## src/hw/rtl/kfc_pkg.sv

```systemverilog
// Shared types, sizes and status codes for the key frequency counting table.
package kfc_pkg;

  localparam int unsigned NUM_BUCKETS = 4096;
  localparam int unsigned WAYS        = 8;
  localparam int unsigned QUEUE_DEPTH = 2;

  localparam int unsigned KEY_W   = 64;
  localparam int unsigned COUNT_W = 32;
  localparam int unsigned STAT_W  = 2;
  localparam int unsigned BKT_W   = $clog2(NUM_BUCKETS);
  localparam int unsigned FILL_W  = $clog2(WAYS + 1);
  localparam int unsigned WAY_W   = (WAYS > 1) ? $clog2(WAYS) : 1;
  localparam int unsigned QPTR_W  = (QUEUE_DEPTH > 1) ? $clog2(QUEUE_DEPTH) : 1;
  localparam int unsigned QCNT_W  = $clog2(QUEUE_DEPTH + 1);

  typedef logic [KEY_W-1:0]   key_t;
  typedef logic [COUNT_W-1:0] count_t;
  typedef logic [STAT_W-1:0]  status_t;
  typedef logic [BKT_W-1:0]   bkt_t;
  typedef logic [FILL_W-1:0]  fill_t;
  typedef logic [WAY_W-1:0]   way_t;

  localparam count_t  COUNT_MAX = '1;
  localparam status_t STAT_HIT  = 2'd0;
  localparam status_t STAT_NEW  = 2'd1;
  localparam status_t STAT_FULL = 2'd2;

  typedef struct packed {
    key_t key;
    bkt_t bucket;
  } item_t;

  typedef struct packed {
    logic  valid;
    item_t item;
  } queue_out_t;

endpackage

```

## src/hw/rtl/kfc_key_if.sv

```systemverilog
// Key channel: valid/ready handshake carrying one hashed key.
interface kfc_key_if;
  logic          valid;
  logic          ready;
  kfc_pkg::key_t key;

  modport source (output valid, output key, input ready);
  modport sink   (input valid, input key, output ready);
endinterface

```

## src/hw/rtl/kfc_front.sv

```systemverilog
// Front end: accepts keys, derives the bucket and queues them for the back end.
module kfc_front (
  input  logic                clk,
  input  logic                rst_n,
  kfc_key_if.sink             in_ch,
  input  logic                clear_busy,
  output kfc_pkg::queue_out_t q_out,
  input  logic                q_pop
);

  kfc_pkg::item_t              q_mem_r [kfc_pkg::QUEUE_DEPTH];
  logic [kfc_pkg::QPTR_W-1:0]  wr_ptr_r, wr_ptr_nxt;
  logic [kfc_pkg::QPTR_W-1:0]  rd_ptr_r, rd_ptr_nxt;
  logic [kfc_pkg::QCNT_W-1:0]  cnt_r, cnt_nxt;
  logic                        push;
  kfc_pkg::item_t              new_item;

  assign in_ch.ready = !clear_busy && (cnt_r != kfc_pkg::QCNT_W'(kfc_pkg::QUEUE_DEPTH));
  assign push        = in_ch.valid && in_ch.ready;

  always_comb begin
    new_item.key    = in_ch.key;
    new_item.bucket = in_ch.key[kfc_pkg::BKT_W-1:0];
  end

  always_comb begin
    wr_ptr_nxt = push  ? wr_ptr_r + 1'b1 : wr_ptr_r;
    rd_ptr_nxt = q_pop ? rd_ptr_r + 1'b1 : rd_ptr_r;
    cnt_nxt    = cnt_r;
    if (push && !q_pop) begin
      cnt_nxt = cnt_r + 1'b1;
    end else if (!push && q_pop) begin
      cnt_nxt = cnt_r - 1'b1;
    end
  end

  always_ff @(posedge clk) begin
    if (!rst_n) begin
      wr_ptr_r <= '0;
      rd_ptr_r <= '0;
      cnt_r    <= '0;
    end else begin
      wr_ptr_r <= wr_ptr_nxt;
      rd_ptr_r <= rd_ptr_nxt;
      cnt_r    <= cnt_nxt;
    end
  end

  always_ff @(posedge clk) begin
    if (push) begin
      q_mem_r[wr_ptr_r] <= new_item;
    end
  end

  assign q_out.valid = (cnt_r != '0);
  assign q_out.item  = q_mem_r[rd_ptr_r];

  a_no_pop_empty: assert property (@(posedge clk) disable iff (!rst_n)
    q_pop |-> cnt_r != '0)
    else $error("pop from empty queue");

  a_no_push_clear: assert property (@(posedge clk) disable iff (!rst_n)
    clear_busy |-> !push)
    else $error("key transfer during clearing pass");

  a_cnt_bound: assert property (@(posedge clk) disable iff (!rst_n)
    cnt_r <= kfc_pkg::QCNT_W'(kfc_pkg::QUEUE_DEPTH))
    else $error("queue count overflow");

endmodule

```

## src/flat_wrapper.sv

```systemverilog
// flat-port wrapper written by rule: the top's interface ports become plain ports
module kfc_front_flat 
  (clk, rst_n, clear_busy, q_out, q_pop, in_ch_valid, in_ch_key, in_ch_ready);
  kfc_key_if in_ch_i ();
  input  logic clk;
  input  logic rst_n;
  input  logic clear_busy;
  output kfc_pkg::queue_out_t q_out;
  input  logic q_pop;
  input wire logic [$bits(in_ch_i.valid)-1:0] in_ch_valid;
  input wire logic [$bits(in_ch_i.key)-1:0] in_ch_key;
  output wire logic [$bits(in_ch_i.ready)-1:0] in_ch_ready;
  assign in_ch_i.valid = in_ch_valid;
  assign in_ch_i.key = in_ch_key;
  assign in_ch_ready = in_ch_i.ready;
  kfc_front u_core (.clk(clk), .rst_n(rst_n), .in_ch(in_ch_i), .clear_busy(clear_busy), .q_out(q_out), .q_pop(q_pop));
endmodule
```

## config.mk

```make
export PLATFORM = sky130hd
export DESIGN_NAME = kfc_front_flat
export DESIGN_NICKNAME = d
export VERILOG_FILES = /design/src/hw/rtl/kfc_pkg.sv /design/src/hw/rtl/kfc_key_if.sv /design/src/hw/rtl/kfc_front.sv /design/src/flat_wrapper.sv
export SDC_FILE = /design/constraint.sdc
export NUM_CORES = 1
export LEC_CHECK = 0
export BUFFER_PORTS_ARGS = -buffer_cell sky130_fd_sc_hd__buf_2
export CORE_ASPECT_RATIO = 1.4
export CORE_MARGIN = 2
export CORE_UTILIZATION = 25
export DETAILED_ROUTE_END_ITERATION = 6
export PLACE_DENSITY = 0.43
export SLEW_MARGIN = 10
export SYNTH_ARGS = -nofsm -noshare
export SYNTH_HDL_FRONTEND = slang
export SYNTH_SLANG_ARGS = --single-unit
```

## constraint.sdc

```tcl
create_clock -name clk -period 11.67 [get_ports clk]
set_input_delay 3.501 -clock clk [delete_from_list [all_inputs] [get_ports clk]]
set_output_delay 3.501 -clock clk [all_outputs]
set_load 0.01 [all_outputs]
```

Yosys cells after proc, flatten, opt, wreduce, memory -nomap -nowiden. Memory sizes are Yosys's and may differ from the RTL's. A register that Yosys moved wholly into a read port is not among the register bits. Cells that the tools add are included.

Flip-flop bits (word level): 4. Bits in writable memories: 152. Input port bits: 69. Word-level logic and storage cells: 24. Memories kept: 1.

Add/sub/neg operators: 4. Eq/ne operators: 1. Multiplexer cells: 6. Reductions and logical operators: 9.

Memories: u_core.q_mem_r (words 2, width 76, rd ports 1, clocked after Yosys merged registers in 1, wr ports 1, line kfc_front.sv:11) `kfc_pkg::item_t q_mem_r [kfc_pkg::QUEUE_DEPTH];`.

Operators by type and width (number): $logic_and A1 B1 Y1 (4); $mux W1 (4); $mux W2 (2); $reduce_bool A2 Y1 (2); $logic_not A1 Y1 (3); $add A1 B1 Y1 const B (2); $add A2 B1 Y2 const B (1); $ne A2 B2 Y1 const B (1); $sub A2 B1 Y2 const B (1).

Depth between registers and ports, before layout.
Depth after elaboration: 7. Gate-level depth with buffers: 6. Mapped depth without buffers: 6.

Least setup slack after synthesis. No wires, ideal clock.

Kind: input-to-output. From: input clear_busy. To: output in_ch_ready. Arrival: 3.670 ns. Setup slack: 4.499 ns. Cell stages on the path: 1. Buffers on the path: 0. Cell sequence: nor2_1.

Word-level cells in the longest chain between the ends: 2.

Ends and longest elaborated chain: from (decl) (line flat_wrapper.sv:7) `input logic clear_busy;`; $logic_not A1 Y1 (line kfc_front.sv:18) `assign in_ch.ready = !clear_busy && (cnt_r != kfc_pkg::QCNT_W'(kfc_pkg::QUEUE_DEPTH));`; $logic_and A1 B1 Y1 (line kfc_front.sv:18); to (decl) (line flat_wrapper.sv:12) `output wire logic [$bits(in_ch_i.ready)-1:0] in_ch_ready;`.

No other way between the ends.

Worst setup path in the final report. Same ends and word-level chain as after synthesis.

==> metrics.md <==
| Metric | Value |
|---|---|
| Routed WL per cell | `14.8 um` |
| Clock-pin slew on the worst setup and hold paths | `60 ps` |
| Initial antenna violation count | `0` |
| Clock Tree Buf Depth | `2` |
| Die height | `171 um` |
| Total CTS buffers | `17` |
| # diodes | `0` |
| Fillcell total | `1955` |
| Worst Path Max Fanout | `2` |
| Pre-CTS setup slack | `4340 ps` |
| Die Span X | `123 um` |
| Synth warnings | `0` |
| DRT iter0 DRCs | `66` |
| Clk_lat worst skew | `410 ps` |
| Worst vdd ir | `0.0691 mV` |
| DIE AREA | `0.0210 mm^2` |
| Worst Max-Slew Pin Slew | `940 ps` |
| Arr. time, crit path | `3830 ps` |
| Synthesized flop and latch total | `133` |
| Max_cap viols | `0` |
| Reg-to-Reg Start | `u_core.cnt_r[0]` |
| Hpwl dp | `5900 um` |
| Vias in the first global route | `2805` |
| Most common cell after layout, fill and taps aside | `buf_2` |
| Part of the Yosys area used for sequential elements | `79.3%` |
| Mapped Area | `0.00497 mm^2` |
| Syn-to-layout area delta | `30.1%` |
| Setup TNS | `0 ps` |
| Status | `finished, final reports clean` |
| GPL Wtd Cong | `0.649` |
| Slew margin rel. | `37.3%` |
| Endpoints failing setup | `0` |
| First-pass GRT wire length | `14300 um` |
| Gr usage total | `9.31%` |
| I/O pin cnt | `147` |
| Clk sinks | `133` |
| Min-delay src | `u_core.cnt_r[1]` |
| Net Count, Synth | `306` |
| End-of-flow core utilization | `32.8%` |
| Clock root cell | `clkbuf_16` |
| Hold Path End | `u_core.cnt_r[1]` |
| CP Launch Type | `input pin` |
| Skew final | `8.82 ps` |
| Worst hold stages | `2` |
| RSZ-0062 raised after global routing | `false` |
| GRT Residual Overflow | `0` |
| Reg-to-Reg End | `u_core.q_mem_r[0][40]` |
| Pleak | `2.39 nW` |
| I/O Buffers | `146` |
| DRC viols | `0` |
| Setup fix buffers added after clock tree synthesis | `0` |
| Hold Path Class | `flip-flop to flip-flop` |
| Setup ws final | `4340 ps` |
| Worst EP required | `8170 ps` |
| Cell count after synthesis | `236` |
| Via Count | `2578` |
| Most frequent cells in the layout | `buf_2 (146), edfxtp_1 (128), mux2_2 (64), clkbuf_16 (17)` |
| Starting Density | `25.2%` |
| Endpoints failing hold | `0` |
| Crit. End Element | `output port` |
| Pwr/cell area | `187 mW/mm^2` |
| Worst setup path class | `input pin to output port` |
| Core Area | `0.0197 mm^2` |
| Min Clock Period, post-route | `7330 ps` |
| CTS tree | `done` |
| Row count | `61` |
| Vias per cell | `3.99` |
| Post-CTS sizing | `0` |
| Final #Nets | `453` |
| Peak Freq | `0.136 GHz` |
| H-Tree Level Count | `4` |
| Synthesized area per cell | `21.1 um^2` |
| Share of cells above drive strength 1 | `60.9%` |
| FF-to-FF setup slack | `9490 ps` |
| Register area | `0.00395 mm^2` |
| Worst Reg-to-Reg Cells | `4` |
| Fin crit share | `62.8%` |
| ANT nets after route | `0` |
| CTS Hold Bufs | `0` |
| Drt first pass iters | `4` |
| Multi-input gate area | `868 um^2` |
| Largest net degree at the start of global routing | `65` |
| Final WL | `9580 um` |
| Slew Viols, Final | `0` |
| Distinct cell type count after synthesis | `20` |
## metrics by stage
step / std cells / area (um^2) / power [W] / hold slack, ps
finish: 646 / 6470 / 0.00121 / 501
global route: 646 / 6470 / 0.00126 / 551
CTS: 646 / 6470 / 0.00123 / 509
detailed placement: 616 / 5870 / 0.000686 / 500
global placement: 616 / 5870 / 0.000683 / 474
floorplan: 236 / 4970 / 0.000641 / 451
## registers in the layout (all words and copies together), names as in the netlist, named ones only
| signal | flops |
|---|---|
| u_core.wr_ptr_r | 1 |
| u_core.q_mem_r | 128 |
| u_core.cnt_r | 2 |
| u_core.rd_ptr_r | 1 |
## report_power, final
part	internal (W)	switching, W
sequential	0.000551	0.0000147
clock	0.000352	0.000186
combinational	0.0000538	0.0000526
total	0.000957	0.000253
## Yosys cell counts
library cell / number / area, um^2
dfxtp_1: 5 / 100
xor2_1: 2 / 17.5
ha_1: 1 / 12.5
nand2b_1: 1 / 6.26
a21boi_1: 1 / 7.51
nor2_1: 1 / 3.75
nand2_1: 1 / 3.75
o21ai_0: 1 / 5.00
buf_6: 6 / 67.6
and2_1: 4 / 25.0
mux2_2: 64 / 721
nor3b_2: 1 / 12.5
buf_4: 13 / 97.6
nor2b_1: 2 / 12.5
mux2i_1: 1 / 10.0
inv_1: 1 / 3.75
or2_2: 1 / 6.26
edfxtp_1: 128 / 3840
or3_1: 1 / 6.26
xnor2_1: 1 / 8.76
## routing by layer
| metal | global-route usage, % | wire length [um] |
|---|---|---|
| met1 | 8.75 | 3380 |
| met2 | 17.3 | 5540 |
| met3 | 3.33 | 480 |
| met4 | 4.74 | 178 |
| met5 | 0 | 0 |
## layout make-up
class                      instances  share of cell area (%)
tap                              252                    4.88
inverter                           1                  0.0580
clock inverter                    11                    2.48
clock buffer                      19                    6.70
sequential                       133                    61.0
timing repair buffer             147                    11.4
multi-input combinational         83                    13.4
## cells by family after synthesis
logic type	count (synthesis)	synth area share, %
DFF	133	79.3
muxes	65	14.7
buffers and inverters	20	3.40
and+or+nand+nor	12	1.54
xor gates and xnor gates	3	0.529
AOI/OAI and AO/OA	2	0.252
adders and majority gates	1	0.252
## worst max-delay path: stages
cell    delay, ps
buf_2         110
nor2_1         90
buf_2         130
## how the worst max path moves through the flow
stage,endpoint,slack (ps),depth (start not counted),start
2_1_floorplan,in_ch_ready,4500,1,clear_busy
3_3_place_gp,in_ch_ready,4330,3,clear_busy
3_5_place_dp,in_ch_ready,4340,3,clear_busy
4_1_cts,in_ch_ready,4340,3,clear_busy
5_1_grt,in_ch_ready,4320,3,clear_busy
6_report,in_ch_ready,4340,3,clear_busy
Note: power is estimated with default switching activity, not from simulation.
